**config.mk**
```make
export PLATFORM = sky130hd
export DESIGN_NAME = blit_walker
export DESIGN_NICKNAME = d
export VERILOG_FILES = /design/src/hdl/blit_pkg.sv /design/src/hdl/blit_walker.sv
export SDC_FILE = /design/constraint.sdc
export NUM_CORES = 1
export LEC_CHECK = 0
export ABC_AREA = 1
export BUFFER_PORTS_ARGS = -buffer_cell sky130_fd_sc_hd__buf_4
export CAP_MARGIN = 20
export CORE_MARGIN = 10
export CORE_UTILIZATION = 45
export CTS_CLUSTER_SIZE = 12
export DETAILED_ROUTE_END_ITERATION = 6
export PLACE_DENSITY_LB_ADDON = 0.08
export SLEW_MARGIN = 25
export SYNTH_ARGS = -nofsm -noshare
export SYNTH_HDL_FRONTEND = slang
export SYNTH_SLANG_ARGS = --single-unit
```
**constraint.sdc**
```tcl
create_clock -name clk_i -period 3 [get_ports clk_i]
set_input_delay 0.6 -clock clk_i [delete_from_list [all_inputs] [get_ports clk_i]]
set_output_delay 0.6 -clock clk_i [all_outputs]
set_load 0.03 [all_outputs]
```
**src/hdl/blit_pkg.sv**
```systemverilog
// Shared types and constants for the clipped rectangle blitter.
package blit_pkg;

  localparam int unsigned MaxScreenWidth  = 256;
  localparam int unsigned MaxScreenHeight = 256;
  localparam int unsigned PixW            = 32;
  localparam int unsigned CfgAddrW        = 5;

  typedef enum logic [1:0] {
    MODE_DRAW = 2'd0,
    MODE_READ = 2'd1,
    MODE_LOAD = 2'd2
  } mode_e;

  typedef enum logic [2:0] {
    KIND_COPY       = 3'd0,
    KIND_BLEND_SRC  = 3'd1,
    KIND_FILL       = 3'd2,
    KIND_BLEND_FILL = 3'd3,
    KIND_MASK_FILL  = 3'd4
  } kind_e;

  typedef enum logic [2:0] {
    REG_SCREEN_WIDTH  = 3'd0,
    REG_SCREEN_HEIGHT = 3'd1,
    REG_RECT_LEFT     = 3'd2,
    REG_RECT_TOP      = 3'd3,
    REG_RECT_COLS     = 3'd4,
    REG_RECT_ROWS     = 3'd5,
    REG_DRAW_KIND     = 3'd6,
    REG_FILL_COLOR    = 3'd7
  } reg_e;

  typedef struct packed {
    logic [8:0]        screen_width;
    logic [8:0]        screen_height;
    logic signed [8:0] rect_left;
    logic signed [8:0] rect_top;
    logic [8:0]        rect_cols;
    logic [8:0]        rect_rows;
    logic [2:0]        draw_kind;
    logic [PixW-1:0]   fill_color;
  } cfg_t;

  // Current rectangle pixel position on the screen, with a flag set when it lies inside the screen.
  typedef struct packed {
    logic       vis;
    logic       last;
    logic [8:0] x;
    logic [8:0] y;
    logic [8:0] pitch;
  } walk_t;

endpackage

```
**src/hdl/blit_walker.sv**
```systemverilog
// Raster walker: column/row counters and screen clipping of the current pixel.
module blit_walker #(
  parameter int unsigned MAX_SCREEN_WIDTH  = blit_pkg::MaxScreenWidth,
  parameter int unsigned MAX_SCREEN_HEIGHT = blit_pkg::MaxScreenHeight
) (
  input  logic            clk_i,
  input  logic            rst_ni,
  input  logic            step_i,
  input  blit_pkg::cfg_t  cfg_i,
  output blit_pkg::walk_t walk_o
);

  logic [7:0]        col_q, col_d, row_q, row_d;
  logic [8:0]        sw, sh, cols, rows;
  logic signed [9:0] x, y;
  logic              last_col, last_row;

  always_comb begin
    sw = (32'(cfg_i.screen_width) > 32'(MAX_SCREEN_WIDTH)) ?
         9'(MAX_SCREEN_WIDTH) : cfg_i.screen_width;
    sh = (32'(cfg_i.screen_height) > 32'(MAX_SCREEN_HEIGHT)) ?
         9'(MAX_SCREEN_HEIGHT) : cfg_i.screen_height;
    cols = (cfg_i.rect_cols == 9'd0) ? 9'd1 :
           ((cfg_i.rect_cols > 9'd256) ? 9'd256 : cfg_i.rect_cols);
    rows = (cfg_i.rect_rows == 9'd0) ? 9'd1 :
           ((cfg_i.rect_rows > 9'd256) ? 9'd256 : cfg_i.rect_rows);
    x = $signed({cfg_i.rect_left[8], cfg_i.rect_left}) + $signed({2'b00, col_q});
    y = $signed({cfg_i.rect_top[8], cfg_i.rect_top}) + $signed({2'b00, row_q});
    last_col = ({1'b0, col_q} + 9'd1) >= cols;
    last_row = ({1'b0, row_q} + 9'd1) >= rows;

    walk_o.vis   = !x[9] && !y[9] && (x[8:0] < sw) && (y[8:0] < sh);
    walk_o.last  = last_col && last_row;
    walk_o.x     = x[8:0];
    walk_o.y     = y[8:0];
    walk_o.pitch = sw;

    col_d = col_q;
    row_d = row_q;
    if (step_i) begin
      if (last_col) begin
        col_d = 8'd0;
        row_d = last_row ? 8'd0 : row_q + 8'd1;
      end else begin
        col_d = col_q + 8'd1;
      end
    end
  end

  always_ff @(posedge clk_i or negedge rst_ni) begin
    if (!rst_ni) begin
      col_q <= 8'd0;
      row_q <= 8'd0;
    end else begin
      col_q <= col_d;
      row_q <= row_d;
    end
  end

endmodule

```
# Word level (Yosys, flattened, before mapping)
# Cells that the tools add are included.
[totals]
reg_bits = 16
in_bits = 92
output_inout_bits = 29
word_cells = 33
[classes]
add_sub_neg = 6
order_cmp = 8
muxes = 8
reduce_logical = 9
[op_table]
columns = ["cell", "n"]
rows = [
  ["$mux W9", 6],
  ["$gt A9 B9 Y1 const B", 4],
  ["$add A9 B9 Y10", 2],
  ["$add A8 B1 Y9 const B", 2],
  ["$ge A9 B9 Y1", 2],
  ["$logic_not A9 Y1", 2],
  ["$lt A9 B9 Y1", 2],
  ["$add A8 B1 Y8 const B", 2],
  ["$mux W8", 2],
  ["$logic_and A1 B1 Y1", 4],
  ["$logic_not A1 Y1", 2],
  ["$reduce_and A2 Y1", 1],
]

# Longest topological paths before layout
[logic_depth]
depth_word = 5
depth_mapped = 16
ltp_nobuf = 16

# Worst setup path after synthesis
# No wires, ideal clock.
[synth_timing]
path_type = "input to output"
from = "input port cfg_i[62] (netlist bit)"
to = "output port walk_o[28] (netlist bit)"
arrival_time_ns = 3.510
t_required_ns = 2.400
path_slack_ns = -1.110
cell_stages = 13
path_buffers = 0
path_cell_list = "ha_1 > fa_1 > nand3_1 > nand3_1 > nand4_1 > o211ai_1 > xor2_1 > ha_1 > a21oi_1 > o21ai_0 > nor2_1 > nand2_1 > nor3_1"
[synth_rtl]
columns = ["element", "line", "text"]
rows = [
  ["from (decl)", "blit_walker.sv:9", "input blit_pkg::cfg_t cfg_i,"],
  ["to (decl)", "blit_walker.sv:10", "output blit_pkg::walk_t walk_o"],
]

==> run metrics <==
Power Total 0.00337 W; failing checks setup timing; vias per cell 4.84; HP Class in2async; Antenna Nets Post-Route 0; DP Wirelength 6690 um; synthesized-area fraction occupied by xor and xnor cells 7.45%; sequential share of the synthesized area 14.2%; Die Area 0.00984 sq mm; Inst Count DP 660; top cells by count, synth 145 x nand2_1, 61 x inv_1, 52 x ha_1, 41 x nor2_1, 25 x a21oi_1; Final Max Slew Viols 0; final wirelength 8220 um; Synth cell types 31; Crit-path slowest cell fa_2; diode count 0; Routed WL per cell 12.1 um; Final Hold Vio Count 0; placeable core area 0.00599 sq mm; syn avg cell area 6.39 sq um; most numerous cell in the Yosys netlist nand2_1; post-synthesis adder-cell area fraction 24.5%; Pre-antenna DRT Iters 4; cells after synthesis 442; crit start category input pin; combinational family with the most area after synthesis simple AND/OR/NAND/NOR gates; row cnt 28; GP Congestion 0.864; Placement Setup Slack -602 ps; max capacitance violation total 0; Post-Route Skew 2.72 ps; worst setup margin -374 ps; LEAKAGE 2.58 nW; highest clock rate 296 MHz; total grt overflow 0; CTS clock-pin slew for the worst setup and hold paths 50 ps; initial core utilization 47.1%; largest stage delay on the critical path 350 ps; Arr. time, crit path 2770 ps; Tightest Pin Transition 318 ps; total of warnings raised by yosys 0; Num CTS Buffers 3; mux share of post-synthesis cell area 0%; post-synthesis cell area 0.00282 sq mm; RR Startpoint col_q[1]$_DFFE_PN0P_; final worst-path cycle share 112%; largest net degree at the start of global routing 17; Post-synth EDFFs 0; CTS tree yes; largest cells by area after synthesis ha_1 23%, nand2_1 19%, dfrtp_1 14%, inv_1 8.1%, xor2_1 5.9%; Crit path max-delay family adder cells; Synth top area share 23.0%; Max FO, Critical Path 3; Worst EP required 2400 ps; Synth Area in Compound Gates 9.44%; area grow syn2layout 65.1%; hold_buf cts 0; fin cells 679; clk buf depth 2; Post-route DRC 0; fin util 77.8%; antenna violations before repair 0; fin nets 752; Worst R2R End row_q[7]$_DFFE_PN0P_; worst-skew pair later-pin latency 250 ps; worst rel slew slack 78.7%; IO Port Bufs 85; Post-synth top flop dfrtp_1; vias in the first global route 3273; die height 99.2 um; H-Tree Depth 1; r2r worst-path depth 18; Die X 99.2 um; Pwr Density 723 mW/mm^2; DR vias 3285; global-route wire length before repair 13400 um; crit-path cells buf_6 > ha_4 > fa_2 > nand3_2 > nand2_2 > buf_6 > xor2_2 > ha_1 > a21oi_1 > nand2_1 > a21oi_2 > nand2_2 > nor3_4 > buf_6; WP buf/inv 3; Max VDD drop 0.613 mV; Net Count, Synth 588; CP Class in2out; Most common cell on crit path buf_6; gr usage total 15.3%; Simple-Gate Fraction of Synth Area 35.8%; CTS sink cnt 16; RSZ-0062 raised after global routing yes; R2R setup slack 300 ps; leading area contributor after synthesis ha_1; Critical Path Sink Type primary output; share of layout cells above drive strength 1 39.6%; number of placed I/O pins 121; endpoints failing setup 2; asr flop ratio synth 100%; 1st-iter DRT viols 46; clock root cell clkbuf_8; post-layout min period 3370 ps; TNS Setup -434 ps; #FFs+latches synth 16; status complete, but fails checks
worst max-delay path by stage:
stage | slack [ps] | to | startpoint | cells past startpoint
detailed placement | -600 | walk_o[28] | cfg_i[53] | 15
finish | -370 | walk_o[28] | cfg_i[53] | 14
global route | -540 | walk_o[28] | row_q[0]$_DFFE_PN0P_ | 14
CTS | -420 | walk_o[28] | cfg_i[53] | 15
global placement | -550 | walk_o[28] | cfg_i[53] | 15
floorplan | -510 | walk_o[28] | cfg_i[62] | 13
per-layer routing:
metal  GRT usage, %  part of all wire [%]  vias up
met5              0                     0        -
met4           4.19                   1.0        0
met3           1.94                   4.5        6
met2           26.8                    47       78
met1           19.0                    47     1440
li1               -                     -     1761
cells by family (layout without fill, tap and decap cells):
group,count (synthesis),count (layout)
xor gates and xnor gates,24,24
adders and majority gates,54,54
buffers and inverters,64,226
and+or+nand+nor,237,237
AOI/OAI and AO/OA,47,47
DFF,16,16
cell type report:
cell class | count | area [sq um]
tap | 75 | 93.8
fill | 448 | 1330
timing repair buffer | 161 | 1240
sequential | 16 | 402
multi-input combinational | 362 | 2650
clock buffer | 3 | 41.3
inverter | 62 | 238
repair_timing:
item	4_1_cts	5_1_grt
gates resized for setup	43	35
endpoints found under the setup margin	2	2
pin swaps	30	29
setup buffers	12	6
metrics by stage:
step	hold WS, ps	area, sq um
global route	208	4660
global placement	461	4090
finish	196	4660
detailed placement	463	4090
floorplan	304	2920
CTS	207	4430
registers in the layout, indices dropped and copies added, names as in the netlist:
signal and count:
col_q 8, row_q 8
cell usage in the layout (no fill, tap or decap), drive strengths merged:
| master | Yosys | layout |
|---|---|---|
| dfrtp | 16 | 16 |
| or2 | 3 | 3 |
| a21o | 3 | 3 |
| o211ai | 1 | 1 |
| nand2 | 146 | 146 |
| and2 | 3 | 3 |
| o21bai | 1 | 1 |
| a21oi | 25 | 25 |
| nand4 | 9 | 9 |
| nand3 | 23 | 23 |
| nor3 | 4 | 4 |
| clkbuf | 2 | 3 |
| o22ai | 4 | 4 |
| inv | 62 | 62 |
| o21ai | 10 | 10 |
| nor4 | 4 | 4 |
| a21boi | 2 | 2 |
| a31oi | 1 | 1 |
| xnor2 | 5 | 5 |
| nand3b | 2 | 2 |
| xor2 | 19 | 19 |
| fa | 2 | 2 |
| buf | 0 | 161 |
| nor2 | 43 | 43 |
| ha | 52 | 52 |
worst reg2reg max path, stage by stage (launching register included):
cell	delay, ps
dfrtp_1	420
buf_6	150
ha_4	160
nand3_4	70
nor3_4	40
or2_4	250
and2_4	150
ha_4	250
nand2_1	80
a21oi_2	50
nor2_2	120
nand4_4	110
buf_4	140
buf_4	120
buf_4	160
nand2_4	140
inv_6	60
nand2_1	70
nand2_1	50
power by group:
part           leakage (nW)  switching, W  internal, W
Sequential            0.213     0.0000612     0.000281
Combinational          2.34       0.00152      0.00135
Clock                0.0216     0.0000662    0.0000889
Note: power is estimated with default switching activity, not from simulation.
