[src/hdl/blit_pkg.sv]
// Shared types and constants for the clipped rectangle blitter.
package blit_pkg;

  localparam int unsigned MaxScreenWidth  = 256;
  localparam int unsigned MaxScreenHeight = 256;
  localparam int unsigned PixW            = 32;
  localparam int unsigned CfgAddrW        = 5;

  typedef enum logic [1:0] {
    MODE_DRAW = 2'd0,
    MODE_READ = 2'd1,
    MODE_LOAD = 2'd2
  } mode_e;

  typedef enum logic [2:0] {
    KIND_COPY       = 3'd0,
    KIND_BLEND_SRC  = 3'd1,
    KIND_FILL       = 3'd2,
    KIND_BLEND_FILL = 3'd3,
    KIND_MASK_FILL  = 3'd4
  } kind_e;

  typedef enum logic [2:0] {
    REG_SCREEN_WIDTH  = 3'd0,
    REG_SCREEN_HEIGHT = 3'd1,
    REG_RECT_LEFT     = 3'd2,
    REG_RECT_TOP      = 3'd3,
    REG_RECT_COLS     = 3'd4,
    REG_RECT_ROWS     = 3'd5,
    REG_DRAW_KIND     = 3'd6,
    REG_FILL_COLOR    = 3'd7
  } reg_e;

  typedef struct packed {
    logic [8:0]        screen_width;
    logic [8:0]        screen_height;
    logic signed [8:0] rect_left;
    logic signed [8:0] rect_top;
    logic [8:0]        rect_cols;
    logic [8:0]        rect_rows;
    logic [2:0]        draw_kind;
    logic [PixW-1:0]   fill_color;
  } cfg_t;

  // Current rectangle pixel position on the screen, with a flag set when it lies inside the screen.
  typedef struct packed {
    logic       vis;
    logic       last;
    logic [8:0] x;
    logic [8:0] y;
    logic [8:0] pitch;
  } walk_t;

endpackage

[src/hdl/blit_pixel_alu.sv]
// Pixel operation unit: copy, fill, masked fill and alpha blend.
module blit_pixel_alu (
  input  logic [2:0]                draw_kind_i,
  input  logic [blit_pkg::PixW-1:0] fill_color_i,
  input  logic [blit_pkg::PixW-1:0] src_i,
  input  logic [blit_pkg::PixW-1:0] cur_i,
  output logic [blit_pkg::PixW-1:0] val_o,
  output logic                      go_o
);

  // floor((s*a + d*(255-a)) / 255); exact for sums up to 65279
  function automatic logic [7:0] mix8(input logic [7:0] s, input logic [7:0] d,
                                      input logic [7:0] a);
    logic [15:0] v;
    logic [16:0] t;
    v = 16'(s) * 16'(a) + 16'(d) * 16'(8'd255 - a);
    t = 17'(v) + 17'd1 + 17'(v[15:8]);
    return t[15:8];
  endfunction

  function automatic logic [31:0] blend(input logic [31:0] dst, input logic [31:0] src);
    return {mix8(src[31:24], dst[31:24], src[7:0]),
            mix8(src[23:16], dst[23:16], src[7:0]),
            mix8(src[15:8],  dst[15:8],  src[7:0]),
            8'hFF};
  endfunction

  always_comb begin
    val_o = '0;
    go_o  = 1'b1;
    case (blit_pkg::kind_e'(draw_kind_i))
      blit_pkg::KIND_COPY:       val_o = src_i;
      blit_pkg::KIND_BLEND_SRC:  val_o = blend(cur_i, src_i);
      blit_pkg::KIND_FILL:       val_o = fill_color_i;
      blit_pkg::KIND_BLEND_FILL: val_o = blend(cur_i, fill_color_i);
      blit_pkg::KIND_MASK_FILL: begin
        val_o = fill_color_i & src_i;
        go_o  = |(fill_color_i[7:0] & src_i[7:0]);
      end
      default:                   go_o  = 1'b0;
    endcase
  end

endmodule

[config.mk]
export PLATFORM = sky130hd
export DESIGN_NAME = blit_pixel_alu
export DESIGN_NICKNAME = d
export VERILOG_FILES = /design/src/hdl/blit_pkg.sv /design/src/hdl/blit_pixel_alu.sv
export SDC_FILE = /design/constraint.sdc
export NUM_CORES = 2
export LEC_CHECK = 0
export ABC_AREA = 1
export BUFFER_PORTS_ARGS = -buffer_cell sky130_fd_sc_hd__buf_2
export CORE_MARGIN = 8
export CORE_UTILIZATION = 60
export DETAILED_ROUTE_END_ITERATION = 6
export PLACE_DENSITY_LB_ADDON = 0.2
export SLEW_MARGIN = 40
export SYNTH_ARGS = -nofsm -noshare
export SYNTH_HDL_FRONTEND = slang
export SYNTH_SLANG_ARGS = --single-unit
[constraint.sdc]
create_clock -name vclk -period 26.1
set_clock_uncertainty 0.2 [all_clocks]
set_input_delay 7.83 -clock vclk [all_inputs]
set_output_delay 7.83 -clock vclk [all_outputs]
set_load 0.02 [all_outputs]
# Yosys cells after proc, flatten, opt, wreduce, memory -nomap -nowiden
# Index checks and enable logic that the tools add are counted.
dict set report totals {
  output_inout_bits 33
  n_memories 0
  regBits 0
  latchBits 0
  ram_bits 0
  romBits 0
}
dict set report op_classes {
  bitwise_logic 2
  add_sub_neg 20
  reduce_logical 3
  mul 12
  magnitude_cmp 0
  eq_ne 4
  n_shift 0
  n_div 0
  n_mux 2
}
# op count
set ops {}
lappend ops {{32-bit case mux with 5 select lines} 1}
lappend ops {{16-bit by 1-bit adder with 16-bit output (second input constant)} 6}
lappend ops {{16-bit adder} 6}
lappend ops {{16-bit by 8-bit adder with 16-bit output} 6}
lappend ops {{8-bit by 8-bit multiplier with 16-bit output} 6}
lappend ops {{8-bit by 16-bit multiplier with 16-bit output} 4}
lappend ops {{32-bit bitwise AND} 1}
lappend ops {{9-bit by 9-bit multiplier with 16-bit output} 2}
lappend ops {{8-bit by 8-bit subtractor with 9-bit output (first input constant)} 2}
lappend ops {{8-bit bitwise AND} 1}
lappend ops {{8-bit OR reduction} 1}
lappend ops {{3-bit by 2-bit equality test with 1-bit output (second input constant)} 2}
lappend ops {{4-bit OR reduction} 1}
lappend ops {{3-bit by 1-bit equality test with 1-bit output (second input constant)} 1}
lappend ops {{3-bit equality test (second input constant)} 1}
lappend ops {{3-bit zero test} 1}
lappend ops {{1-bit case mux with 2 select lines} 1}

# Depth between registers and ports, before layout
dict set report logic_depth {
  word_depth 6
  ltp_mapped 37
  depth_no_buf 35
}

# Worst setup path after synthesis
# Ideal clock, no wire load.
dict set report synth_timing {
  kind {input to output}
  start {input fill_color_i[2] (netlist name)}
  end {output val_o[8] (netlist name)}
  path_buffers 2
  path_slack_ps 4055
  t_arrival_ps 14015
  required_time_ps 18070
  cell_stages 30
  cell_sequence {clkbuf_1 -> inv_1 -> clkbuf_1 -> nand2_1 -> fa_1 -> inv_1 -> fa_1 -> inv_1 -> fa_1 -> inv_1 -> fa_1 -> fa_1 -> inv_1 -> fa_1 -> inv_1 -> ha_1 -> nand2_1 -> nor2_1 -> nand3_1 -> nand3_1 -> a21oi_1 -> o21bai_1 -> xor2_1 -> inv_1 -> ha_1 -> a21oi_1 -> o21ai_0 -> a21oi_1 -> nor2_1 -> o211ai_1}
}
dict set report synth_between {
  elab_chain_cells 6
  elab_cells_between_ends 7
  classes_between {4 x add/sub; 2 x mul; 1 x mux}
}
# element line_no
set synth_rtl {}
lappend synth_rtl {{from (decl)} blit_pixel_alu.sv:4} ;# input logic [blit_pkg::PixW-1:0] fill_color_i,
lappend synth_rtl {{8-bit by 8-bit subtractor with 9-bit output} blit_pixel_alu.sv:16} ;# v = 16'(s) * 16'(a) + 16'(d) * 16'(8'd255 - a);
lappend synth_rtl {{9-bit by 9-bit multiplier with 16-bit output} blit_pixel_alu.sv:16}
lappend synth_rtl {{16-bit adder *} blit_pixel_alu.sv:16}
lappend synth_rtl {{16-bit by 1-bit adder with 16-bit output} blit_pixel_alu.sv:17} ;# t = 17'(v) + 17'd1 + 17'(v[15:8]);
lappend synth_rtl {{16-bit by 8-bit adder with 16-bit output *} blit_pixel_alu.sv:17}
lappend synth_rtl {{32-bit case mux with 5 select lines *} blit_pixel_alu.sv:31} ;# case (blit_pkg::kind_e'(draw_kind_i))
lappend synth_rtl {{to (decl)} blit_pixel_alu.sv:7} ;# output logic [blit_pkg::PixW-1:0] val_o,
# Every way passes the cells marked *; elsewhere a longest branch is shown, timed or not.

# Worst setup path in the final report
dict set report layout_timing {
  start {input src_i[6] (netlist name)}
  end {output val_o[30] (netlist name)}
}
dict set report layout_between {
  elab_chain_cells 6
  elab_cells_between_ends 7
  classes_between {4 x add/sub; 2 x mul; 1 x mux}
}
# element line_no
set layout_rtl {}
lappend layout_rtl {{from (decl)} blit_pixel_alu.sv:5} ;# input logic [blit_pkg::PixW-1:0] src_i,
lappend layout_rtl {{8-bit by 8-bit subtractor with 9-bit output} blit_pixel_alu.sv:16}
lappend layout_rtl {{8-bit by 16-bit multiplier with 16-bit output} blit_pixel_alu.sv:16}
lappend layout_rtl {{16-bit adder *} blit_pixel_alu.sv:16}
lappend layout_rtl {{16-bit by 1-bit adder with 16-bit output} blit_pixel_alu.sv:17}
lappend layout_rtl {{16-bit by 8-bit adder with 16-bit output *} blit_pixel_alu.sv:17}
lappend layout_rtl {{32-bit case mux with 5 select lines *} blit_pixel_alu.sv:31}
# Marks and branches as above.

==> impl_metrics.csv <==
group,metric,value,unit
place,dp.final_hpwl,71300,um
timing,period_minus_slack,23.25,ns
critical_path,crit_cells,32,
critical_path,endpoint,"val_o[30]",
critical_path,critPathCaptureType,"output port",
critical_path,critPathKind,"input pin to output port",
routing,drt_iter0_markers,1799,
routing,wl,85500,um
critical_path,cp-start-kind,"input pin",
critical_path,cpMaxStageDelayCell,"fa_1",
timing,setup_violations,0,
final_layout,seq_area,0,um^2
min_path,hold_class,"input pin to output port",
final_layout,nets,5662,
timing,finalCritPeriodShare,0.891,
routing,first_pass_iters,7,
place,routabilityCongestion,0.941,
final_layout,seq_cell_count,0,
floorplanning,initial_core_util,0.604,
timing,maxSlewViolCount,0,
critical_path,critPathBufInv,9,
critical_path,cp_common_cell,"nand2_1",
floorplanning,design.die.area,60200,um^2
flow_run,drv_cap,0,
floorplanning,fp.dieW,245,um
clock_network,cts_resized,0,
routing,wl_per_cell,16.2,um
global_routing,grt_max_degree,44,
timing,max_clock_freq,43.0,MHz
final_layout,areaGrowthSynthToFinish,3.55,%
global_routing,grt_pass1_wl,142000,um
final_layout,nClkBuffers,0,
timing,final-hold-violation-count,0,
routing,num_vias,27857,
yosys,synth_cells,4578,
routing,drc_errors,0,
timing,slew-limit-headroom,0.426,
clock_network,cts_hold_buf,0,
global_routing,grt_usage,0.290,
critical_path,max_stage_delay,0.58,ns
final_layout,drive_gt1_frac,0.0448,
timing,tightestPinTransition,0.856,ns
clock_network,postCtsSetupBuffers,0,
floorplanning,io_pins,132,
critical_path,critical_path.top_delay_family,"adder cells",
critical_path,cp_data_required_time,18.07,ns
critical_path,crit_path_start,"src_i[6]",
global_routing,antenna_found_initial,13,
place,port_buffers,124,
floorplanning,num_rows,84,
floorplanning,dieHeight,245,um
yosys,ys_seq_area_frac,0,
yosys,synth.distinct_cells,46,
routing,vias_per_cell,5.28,
status,status,"finished, final reports clean",
critical_path,worst-path-max-fanout,43,
yosys,yosys_warnings,0,
routing,antenna_left,0,
yosys,synth_area,31500,um^2
floorplanning,fp.coreArea,52200,um^2
timing,rsz0062_at_grt,"no",
yosys,avgSynthCellArea,6.89,um^2
critical_path,cp.arrival,15.22,ns
global_routing,first_global_vias,28345,
timing,setup_tns,0,ns
global_routing,grt-ovfl-total,0,
==> logic make-up after synthesis <==
logic type	synth area share
xor gates and xnor gates	0.0166
adders and majority gates	0.528
and+or+nand+nor	0.248
AOI/OAI and AO/OA	0.0284
other	0.000119
buffers and inverters	0.179
==> cells in the final DEF (no fill, tap or decap), types with 24 or more instances in the layout <==
cell	count
nand3_1	257
fa_1	574
ha_1	414
nor2_1	337
o211ai_1	24
a21oi_1	60
buf_2	123
xor2_1	26
nand3b_1	30
inv_1	1322
nand2_1	1165
nand4_1	38
==> layout make-up <==
type,instances,area (um^2)
diodes,12,30.0
repair buffers,144,781
well taps,688,861
fillers,4874,19600
inverters,1346,5050
multi-input cells,3083,25900
==> cell usage after synthesis (5+ instances only) <==
cell,number,share of area
a21boi_0,5,0.0012
a21oi_1,60,0.0095
buf_1,39,0.0046
clkbuf_1,110,0.013
clkinv_1,18,0.0021
fa_1,574,0.36
ha_1,414,0.16
inv_1,1324,0.16
nand2_1,1165,0.14
nand2_2,18,0.0036
nand3_1,257,0.041
nand3_2,6,0.0019
nand3b_1,30,0.0071
nand4_1,38,0.0075
nor2_1,340,0.040
nor2_2,7,0.0014
nor3_1,19,0.0030
o2111ai_1,9,0.0025
o211ai_1,24,0.0057
o21ai_0,17,0.0027
o21bai_1,7,0.0017
xnor2_1,19,0.0053
xor2_1,26,0.0072
xor2_2,5,0.0026
==> worst min-delay path by stage <==
stage	end	from	slack, ns	cells after the start
3_3_place_gp	go_o	draw_kind_i[2]	15.85	3
6_report	go_o	draw_kind_i[2]	15.85	3
2_1_floorplan	go_o	draw_kind_i[2]	15.58	1
3_5_place_dp	go_o	draw_kind_i[2]	15.84	3
5_1_grt	go_o	draw_kind_i[2]	15.86	3
4_1_cts	go_o	draw_kind_i[2]	15.85	3
==> per-layer routing <==
metal / track usage / share of wire
met1: 0.351 / 0.38
met2: 0.508 / 0.49
met3: 0.0484 / 0.080
met4: 0.115 / 0.047
met5: 0 / 0.0015
==> metrics by stage <==
stage / utilization / area [um^2] / setup slack [ns] / hold WS [ns] / cells
floorplan: - / 31600 / 4.05 / 15.58 / 4583
global placement: 0.624 / 32600 / 2.97 / 15.85 / 5260
detailed placement: 0.624 / 32600 / 2.99 / 15.84 / 5260
CTS: 0.624 / 32600 / 2.96 / 15.85 / 5260
global route: 0.625 / 32700 / 2.42 / 15.86 / 5271
finish: 0.625 / 32700 / 2.85 / 15.85 / 5273
==> tightest hold or removal path, stage by stage <==
cell and delay, ns:
buf_2 0.15, nand2_1 0.07, buf_2 0.16
Power is not shown: default switching activity piles up to over one toggle a cycle in this logic, so the estimate is an artifact.
