<file path="src/hdl/blit_pkg.sv">
// Shared types and constants for the clipped rectangle blitter.
package blit_pkg;

  localparam int unsigned MaxScreenWidth  = 256;
  localparam int unsigned MaxScreenHeight = 256;
  localparam int unsigned PixW            = 32;
  localparam int unsigned CfgAddrW        = 5;

  typedef enum logic [1:0] {
    MODE_DRAW = 2'd0,
    MODE_READ = 2'd1,
    MODE_LOAD = 2'd2
  } mode_e;

  typedef enum logic [2:0] {
    KIND_COPY       = 3'd0,
    KIND_BLEND_SRC  = 3'd1,
    KIND_FILL       = 3'd2,
    KIND_BLEND_FILL = 3'd3,
    KIND_MASK_FILL  = 3'd4
  } kind_e;

  typedef enum logic [2:0] {
    REG_SCREEN_WIDTH  = 3'd0,
    REG_SCREEN_HEIGHT = 3'd1,
    REG_RECT_LEFT     = 3'd2,
    REG_RECT_TOP      = 3'd3,
    REG_RECT_COLS     = 3'd4,
    REG_RECT_ROWS     = 3'd5,
    REG_DRAW_KIND     = 3'd6,
    REG_FILL_COLOR    = 3'd7
  } reg_e;

  typedef struct packed {
    logic [8:0]        screen_width;
    logic [8:0]        screen_height;
    logic signed [8:0] rect_left;
    logic signed [8:0] rect_top;
    logic [8:0]        rect_cols;
    logic [8:0]        rect_rows;
    logic [2:0]        draw_kind;
    logic [PixW-1:0]   fill_color;
  } cfg_t;

  // Current rectangle pixel position on the screen, with a flag set when it lies inside the screen.
  typedef struct packed {
    logic       vis;
    logic       last;
    logic [8:0] x;
    logic [8:0] y;
    logic [8:0] pitch;
  } walk_t;

endpackage

</file>
<file path="src/hdl/blit_cfg_regs.sv">
// APB configuration register file for the blitter.
module blit_cfg_regs (
  input  logic                          clk_i,
  input  logic                          rst_ni,
  input  logic                          psel,
  input  logic                          penable,
  input  logic                          pwrite,
  input  logic [blit_pkg::CfgAddrW-1:0] paddr,
  input  logic [31:0]                   pwdata,
  output logic [31:0]                   prdata,
  output logic                          pready,
  output blit_pkg::cfg_t                cfg_o
);

  blit_pkg::cfg_t  cfg_q;
  blit_pkg::reg_e  sel;
  logic            wr_en;

  assign sel    = blit_pkg::reg_e'(paddr[4:2]);
  assign wr_en  = psel && penable && pwrite;
  assign pready = 1'b1;
  assign cfg_o  = cfg_q;

  always_ff @(posedge clk_i or negedge rst_ni) begin
    if (!rst_ni) begin
      cfg_q.screen_width  <= 9'd256;
      cfg_q.screen_height <= 9'd256;
      cfg_q.rect_left     <= 9'sd0;
      cfg_q.rect_top      <= 9'sd0;
      cfg_q.rect_cols     <= 9'd1;
      cfg_q.rect_rows     <= 9'd1;
      cfg_q.draw_kind     <= 3'd0;
      cfg_q.fill_color    <= 32'd0;
    end else if (wr_en) begin
      case (sel)
        blit_pkg::REG_SCREEN_WIDTH:  cfg_q.screen_width  <= pwdata[8:0];
        blit_pkg::REG_SCREEN_HEIGHT: cfg_q.screen_height <= pwdata[8:0];
        blit_pkg::REG_RECT_LEFT:     cfg_q.rect_left     <= $signed(pwdata[8:0]);
        blit_pkg::REG_RECT_TOP:      cfg_q.rect_top      <= $signed(pwdata[8:0]);
        blit_pkg::REG_RECT_COLS:     cfg_q.rect_cols     <= pwdata[8:0];
        blit_pkg::REG_RECT_ROWS:     cfg_q.rect_rows     <= pwdata[8:0];
        blit_pkg::REG_DRAW_KIND:     cfg_q.draw_kind     <= pwdata[2:0];
        blit_pkg::REG_FILL_COLOR:    cfg_q.fill_color    <= pwdata;
        default: ;
      endcase
    end
  end

  always_comb begin
    case (sel)
      blit_pkg::REG_SCREEN_WIDTH:  prdata = {23'd0, cfg_q.screen_width};
      blit_pkg::REG_SCREEN_HEIGHT: prdata = {23'd0, cfg_q.screen_height};
      blit_pkg::REG_RECT_LEFT:     prdata = {23'd0, cfg_q.rect_left};
      blit_pkg::REG_RECT_TOP:      prdata = {23'd0, cfg_q.rect_top};
      blit_pkg::REG_RECT_COLS:     prdata = {23'd0, cfg_q.rect_cols};
      blit_pkg::REG_RECT_ROWS:     prdata = {23'd0, cfg_q.rect_rows};
      blit_pkg::REG_DRAW_KIND:     prdata = {29'd0, cfg_q.draw_kind};
      blit_pkg::REG_FILL_COLOR:    prdata = cfg_q.fill_color;
      default:                     prdata = 32'd0;
    endcase
  end

endmodule

</file>
<file path="config.mk">
export PLATFORM = sky130hd
export DESIGN_NAME = blit_cfg_regs
export DESIGN_NICKNAME = d
export VERILOG_FILES = /design/src/hdl/blit_pkg.sv /design/src/hdl/blit_cfg_regs.sv
export SDC_FILE = /design/constraint.sdc
export NUM_CORES = 1
export LEC_CHECK = 0
export BUFFER_PORTS_ARGS = -buffer_cell sky130_fd_sc_hd__buf_2
export CORE_ASPECT_RATIO = 1.75
export CORE_UTILIZATION = 52
export DETAILED_ROUTE_END_ITERATION = 12
export PLACE_DENSITY = 0.85
export REMOVE_ABC_BUFFERS = 1
export SLEW_MARGIN = 25
export SYNTH_ARGS = -nofsm -noshare
export SYNTH_HDL_FRONTEND = slang
export SYNTH_SLANG_ARGS = --single-unit
</file>
<file path="constraint.sdc">
create_clock -name clk_i -period 2.1 [get_ports clk_i]
set_clock_uncertainty 0.1 [all_clocks]
set_input_delay 0.105 -clock clk_i [delete_from_list [all_inputs] [get_ports clk_i]]
set_output_delay 0.105 -clock clk_i [all_outputs]
set_load 0.01 [all_outputs]
</file>
## Word level (Yosys, flattened, before mapping)

Index checks and enable logic that the tools add are counted.

- Equality and inequality tests: 7
- Muxes and demuxes: 1
- Reductions and logical operators: 11

Operators by type and width:

| kind | count |
|---|---|
| $pmux W32 S8 | 1 |
| $reduce_and A2 Y1 | 8 |
| $eq A3 B3 Y1 const B | 4 |
| $eq A3 B2 Y1 const B | 2 |
| $eq A3 B1 Y1 const B | 1 |
| $logic_not A3 Y1 | 1 |
| $logic_and A1 B1 Y1 | 2 |

- Register bits after elaboration: 89
- Input bits: 42
- Output and inout bits: 122

## Longest topological paths before layout

Gate-level depths: netlist of run 1.

- Depth after elaboration: 3
- Gate-level depth with buffers: 7
- Depth with buffers taken out: 4

## Worst setup path after synthesis of run 1

No wires, ideal clock.

- Path type: in2reg
- From: input port paddr[4] (netlist bit)
- To: register cfg_q, in the netlist cfg_o[1]
- Setup time: 0.125 ns
- Arrival time: 1.171 ns
- Required time: 1.875 ns
- Slack: 0.704 ns
- Stages on the path: 5
- Path buffers: 2
- Path through: buf_2 nand2_1 nor2_2 buf_4 mux2_2

- Cells in the longest elaborated chain, start to end: 2

Ends and longest elaborated chain:

| item | RTL line | RTL |
|---|---|---|
| start: declaration | blit_cfg_regs.sv:8 | `input logic [blit_pkg::CfgAddrW-1:0] paddr,` |
| $eq A3 B3 Y1 | blit_cfg_regs.sv:35 | `case (sel)` |
| $reduce_and A2 Y1 (no source line) | n/a |  |
| end: declaration | blit_cfg_regs.sv:15 | `blit_pkg::cfg_t cfg_q;` |

Every way passes these cells.
A chain may end at the register's enable or synchronous reset.

## Final worst setup path of run 1

- From: input port paddr[3] (netlist bit)
- To: output port prdata[24]

- Cells in the longest elaborated chain, start to end: 2

Ends and longest elaborated chain:

| item | RTL line | RTL |
|---|---|---|
| $eq A3 B3 Y1, or another cell as far along | blit_cfg_regs.sv:50 | `case (sel)` |
| $pmux W32 S8 * | blit_cfg_regs.sv:50 |  |
| end: declaration | blit_cfg_regs.sv:10 | `output logic [31:0] prdata,` |

Mark *: on every way between the ends. The rest lies on a longest branch, timed or not.

==> impl_metrics.ini, run 1 <==
[setup_path]
cp-startpoint = paddr[3]
path_buf_inv = 3
worstReg2RegEnd = cfg_o[10]
crit_top_cell = buf_2
cp_top_family = simple AND/OR/NAND/NOR gates
slowest_delay_ns = 0.60
worst_setup_path_start_kind = input port
rr_startpoint = cfg_o[10]
crit_path_end_kind = output port
cp.required_ns = 1.89
rr_worst_depth = 1
rrSetupSlack_ns = 1.10
path_cells = buf_2, buf_4, and3_1, and2_1, buf_2
crit_type = input port to output port
arrival_ns = 1.67
worstPathMaxFanout = 23
crit_slowest_cell = and3_1

[global_route]
grt_pass1_vias = 3613
grtUsageTotal = 0.300
overflow = 0
grt_max_degree = 48
antenna_found_initial = 0
grt_pass1_wl_um = 18800

[status]
status = finished, final reports clean

[floorplan]
die_w_um = 69.2
die_area_um2 = 8280
coreArea_um2 = 7620
dieHeight_um = 120
rows = 42
start_util = 0.539
ios = 164

[timing]
rsz0062_at_grt = no
finalSetupViolations = 0
hold_viol = 0
fin_tns_setup_ns = 0
finalCriticalPeriod_ns = 1.87
period_share = 0.891
finalMaxSlewViolations = 0
worstMarginPinSlew_ns = 0.664
slew_headroom = 0.557
max_freq_mhz = 534

[min_path]
hold_class = input port to flip-flop
hold_path_end = cfg_o[66]
hold_path_depth = 4
holdCritStartpoint = paddr[4]

[finish]
seq_area_um2 = 2230
insertedDiodeCount = 0
drive_gt1_frac = 0.565
fillerInstances = 510
layout.nets = 555
largest_register_ffs = 89
syn2layout_area_growth_pct = 39.2
multi_input_area_um2 = 1790

[cts]
htreeDepth = 3
numCtsBuffers = 9
root_buffer = clkbuf_16
clk_path_buf_depth = 2
clk_latency_ns = 0.34
clkTransAtPathRegs_ns = 0.06
cts_tree = yes
cts_sinks = 89
postCtsSetupBuffers = 0

[drt]
detail-route-antenna-nets = 0
drt-pass1-iter-count = 4
num_vias = 3388
routed_via_density = 5.60
wire_per_inst_um = 19.4
drt_iter0_drc = 194
drt_wl_total_um = 11700
drc = 0

[power]
peakVddDrop_mv = 0.744
leakagePower_uw = 0.00295
power_density_nw_per_um2 = 917
total_power_uw = 5250

[placement]
port_buffers = 160
hpwlAfterDp_um = 7770
gp_congestion = 0.847

[run]
max_cap_violations = 0

[synth]
ys_ff_latch = 89
synth.largest_area_cell = dfrtp_1
synthCells = 308
synthFlopType = dfrtp_1
synth_top_area_frac = 0.518
yosysSeqAreaShare = 0.543
yosysUniqueCellTypes = 35
syn_area_per_cell_um2 = 13.3
netlist_area_um2 = 4110
yosysWarnings = 0
synth_area_leaders = dfrtp_1 (52%), mux2_2 (24%), and2_1 (3.5%), mux2i_1 (3.2%), dfstp_2 (2.6%)
synth_edf_count = 0
synth-async-reset-ratio = 1.00
-- where the power goes --
group / internal (uW) / leakage (uW) / switching [uW] / total [uW]
logic: 670 / 0.00168 / 626 / 1300
clock network: 976 / 0.000148 / 639 / 1620
registers: 2060 / 0.00113 / 270 / 2330
total: 3710 / 0.00295 / 1540 / 5250
-- per-stage QoR --
| stage | cell area [um^2] | hold slack (ns) | setup WS, ns | cells | util |
|---|---|---|---|---|---|
| floorplan | 4020 | -0.291 | 0.306 | 292 | - |
| global placement | 5090 | 0.0205 | 0.362 | 557 | 0.668 |
| detailed placement | 5090 | 0.0269 | 0.303 | 557 | 0.668 |
| CTS | 5720 | 0.103 | 0.317 | 605 | 0.751 |
| global route | 5720 | 0.167 | 0.130 | 605 | 0.751 |
| finish | 5720 | 0.123 | 0.229 | 605 | 0.751 |
-- tightest hold or removal path, stage by stage --
cell and delay [ns]:
buf_2 0.15, nor3_4 0.11, nand2_1 0.08, o21ai_0 0.07
-- layer usage --
layer,up-vias,share of wire,global-route usage
met5,-,0,0
met4,0,0.019,0.114
met3,19,0.063,0.0831
met2,150,0.55,0.538
met1,1704,0.37,0.333
li1,1515,-,-
-- cell usage after synthesis, drive strengths merged, types with 2 or more instances --
cell / instances
nand3: 5
nand2: 7
clkbuf: 4
and2: 23
o22a: 3
a21oi: 7
dfstp: 4
buf: 12
mux2: 89
o21ai: 6
o22ai: 4
a211oi: 2
dfrtp: 85
nor2: 14
nand2b: 9
nor3b: 2
a222oi: 4
nor3: 2
mux2i: 13
inv: 2
-- cell families (layout without fill, tap and decap cells) --
kind of cell	count (synthesis)	in the layout	share of synthesized area
buffers and inverters	18	227	0.0231
multiplexers	103	103	0.281
flip-flops	89	89	0.543
AND/OR/NAND/NOR	68	68	0.105
other	1	1	0.000912
AO/OA/AOI/OAI	29	29	0.0469
-- area by class of cell --
type,count,share of cell area
timing repair buffer,210,0.225
inverter,2,0.00131
tap,88,0.0192
clock inverter,3,0.00700
sequential,89,0.390
clock buffer,12,0.0448
multi-input combinational,201,0.313
-- placed cells by master, fill, tap and decap left out, drive strengths merged, types with 3 or more instances in the layout --
master,Yosys,final
a21oi,7,7
a222oi,4,4
and2,23,23
buf,12,177
clkbuf,4,12
dfrtp,85,85
dfstp,4,4
dlygate4sd3,0,33
mux2,89,89
mux2i,13,13
nand2,7,7
nand2b,9,9
nand3,5,5
nor2,14,14
o21ai,6,6
o22a,3,3
o22ai,4,4
-- worst max path at each step --
stage | to | slack (ns) | depth (start not counted)
3_5_place_dp | cfg_o[65] | 0.30 | 4
5_1_grt | prdata[24] | 0.13 | 5
3_3_place_gp | cfg_o[67] | 0.36 | 4
4_1_cts | prdata[3] | 0.32 | 4
6_report | prdata[24] | 0.23 | 5
2_1_floorplan | cfg_o[0] | 0.31 | 3
-- repair_timing --
| item | in CTS | in global routing |
|---|---|---|
| resized for setup | 0 | 0 |
| hold endpoints to repair | 115 | 0 |
| hold buffers | 33 | 0 |
| endpoints found under the setup margin | 0 | 0 |
Note: power is estimated with default switching activity, not from simulation.
==> run 2, diff against run 1 <==
--- a/config.mk
+++ b/config.mk
@@ -9,7 +9,9 @@
 export CORE_ASPECT_RATIO = 1.75
 export CORE_UTILIZATION = 52
 export DETAILED_ROUTE_END_ITERATION = 12
+export GPL_TIMING_DRIVEN = 0
 export PLACE_DENSITY = 0.85
+export RECOVER_POWER = 50
 export REMOVE_ABC_BUFFERS = 1
 export SLEW_MARGIN = 25
 export SYNTH_ARGS = -nofsm -noshare
==> run 2 against run 1 <==
Register-to-register slack better by 0.02 ns. Sequential share of layout area increased by 1.6 points. Flip-flop and latch count did not move. Core utilization fell by 2.9 points. Combinational power fell by 7%. Non-clock buffer count shrank 17. Critical endpoint is now prdata[3].
==> impl_metrics.ini, run 2 (same netlist as run 1, synthesis figures left out) <==
[status]
status = finished, final reports clean

[timing]
slew_headroom = 0.233
hold_ws_ns = 0.00715
worstMarginPinSlew_ns = 1.15
finalSetupViolations = 0
rsz0062_at_grt = no
period_share = 0.928
max_freq_mhz = 513
finalMaxSlewViolations = 0
finalCriticalPeriod_ns = 1.95
hold_viol = 0
setup_slack_ns = 0.150
fin_tns_setup_ns = 0

[global_route]
gr-max-usage-layer = met2
grtUsageTotal = 0.288
grt_pass1_vias = 3487
met3_usage = 0.0605
antenna_found_initial = 0
grt_max_degree = 46
overflow = 0
grt_pass1_wl_um = 18200
grt_use_met1 = 0.327
grtUsageMet2 = 0.530

[floorplan]
die_area_um2 = 8280
die_w_um = 69.2
dieHeight_um = 120
coreArea_um2 = 7620
rows = 42
start_util = 0.539
ios = 164

[drt]
drt-pass1-iter-count = 4
detail-route-antenna-nets = 0
drt_iter0_drc = 209
drc = 0
wire_per_inst_um = 19.5
drt_wl_total_um = 11500
routed_via_density = 5.60
num_vias = 3297

[cts]
clkTransAtPathRegs_ns = 0.06
htreeDepth = 3
clk_latency_ns = 0.34
root_buffer = clkbuf_16
cts_tree = yes
numCtsBuffers = 9
clk_path_buf_depth = 2
cts_sinks = 89

[setup_path]
arrival_ns = 1.74
crit_path_end_kind = output port
worstPathMaxFanout = 20
cp.required_ns = 1.89
crit_type = input port to output port
worst_setup_path_start_kind = input port

[finish]
final_common_cell = buf_2
syn2layout_area_growth_pct = 33.8
layout.nets = 538
drive_gt1_frac = 0.429
seq_area_um2 = 2230
multi_input_area_um2 = 1790
layout_common_cells = buf_2 (97), mux2_2 (87), dfrtp_1 (85), clkbuf_1 (64), dlygate4sd3_1 (31)
insertedDiodeCount = 0
largest_register_ffs = 89
fillerInstances = 506

[placement]
port_buffers = 160
hpwlAfterDp_um = 7330
gp_congestion = 0.753
dp_slack_ns = -0.321

[power]
p_int_uw = 3560
total_power_uw = 5070
switching_share = 0.298
power_density_nw_per_um2 = 922
leakagePower_uw = 0.00265
seqPwrFrac = 0.461
peakVddDrop_mv = 0.640
pwr-share-comb = 0.239
switchingPower_uw = 1510
pwr-share-clk = 0.300

[min_path]
hold_class = input port to flip-flop

[run]
max_cap_violations = 0
[run 2: power by group through the flow]
stage / logic, uW / clock network [uW] / registers, uW
2_1_floorplan: 474 / 0 / 2470
3_3_place_gp: 1180 / 0 / 2320
5_1_grt: 1310 / 1600 / 2380
6_report: 1210 / 1520 / 2340
3_5_place_dp: 1230 / 0 / 2340
4_1_cts: 1280 / 1540 / 2320
[run 2: stage by stage]
| step | util | cell area (um^2) | std cells |
|---|---|---|---|
| detailed placement | 0.654 | 4980 | 542 |
| global placement | 0.647 | 4930 | 540 |
| finish | 0.722 | 5500 | 589 |
| global route | 0.722 | 5500 | 589 |
| floorplan | - | 4020 | 292 |
| CTS | 0.732 | 5580 | 589 |
[run 2: final timing paths]
check | to | slack [ns] | depth (start not counted) | from
min | cfg_o[65] | 0.007 | 2 | pwdata[3]
min in group asynchronous | cfg_o[31] | 0.43 | 2 | rst_ni
max in group asynchronous | cfg_o[7] | 0.66 | 3 | rst_ni
min reg2reg | cfg_o[21] | 0.43 | 1 | cfg_o[21]
max reg2reg | cfg_o[10] | 1.12 | 1 | cfg_o[10]
max | prdata[3] | 0.15 | 6 | paddr[2]
[run 2: routing by layer]
layer / vias to the layer above / part of all wire / wire length [um]
li1: 1481 / - / -
met1: 1675 / 0.37 / 4270
met2: 131 / 0.56 / 6460
met3: 10 / 0.051 / 590
met4: 0 / 0.013 / 153
met5: - / 0 / 0
[run 2: cell type report]
type | count | share of cell area
Sequential cell | 89 | 0.406
Multi-Input combinational cell | 201 | 0.325
Timing Repair Buffer | 193 | 0.197
Clock buffer | 16 | 0.0512
Tap cell | 88 | 0.0200
Inverter | 2 | 0.00136
[run 2: what timing repair did]
item / in CTS / in global routing
setup buffers: 0 / 0
resized for setup: 0 / 2
endpoints found under the hold margin: 154 / 0
endpoints found under the setup margin: 0 / 59
hold buffers: 31 / 0
[run 2: worst max-delay path, stage by stage]
cell,delay [ns]
buf_2,0.40
nand2_1,0.34
nor2_1,0.37
a222oi_1,0.16
a21oi_1,0.20
buf_2,0.16
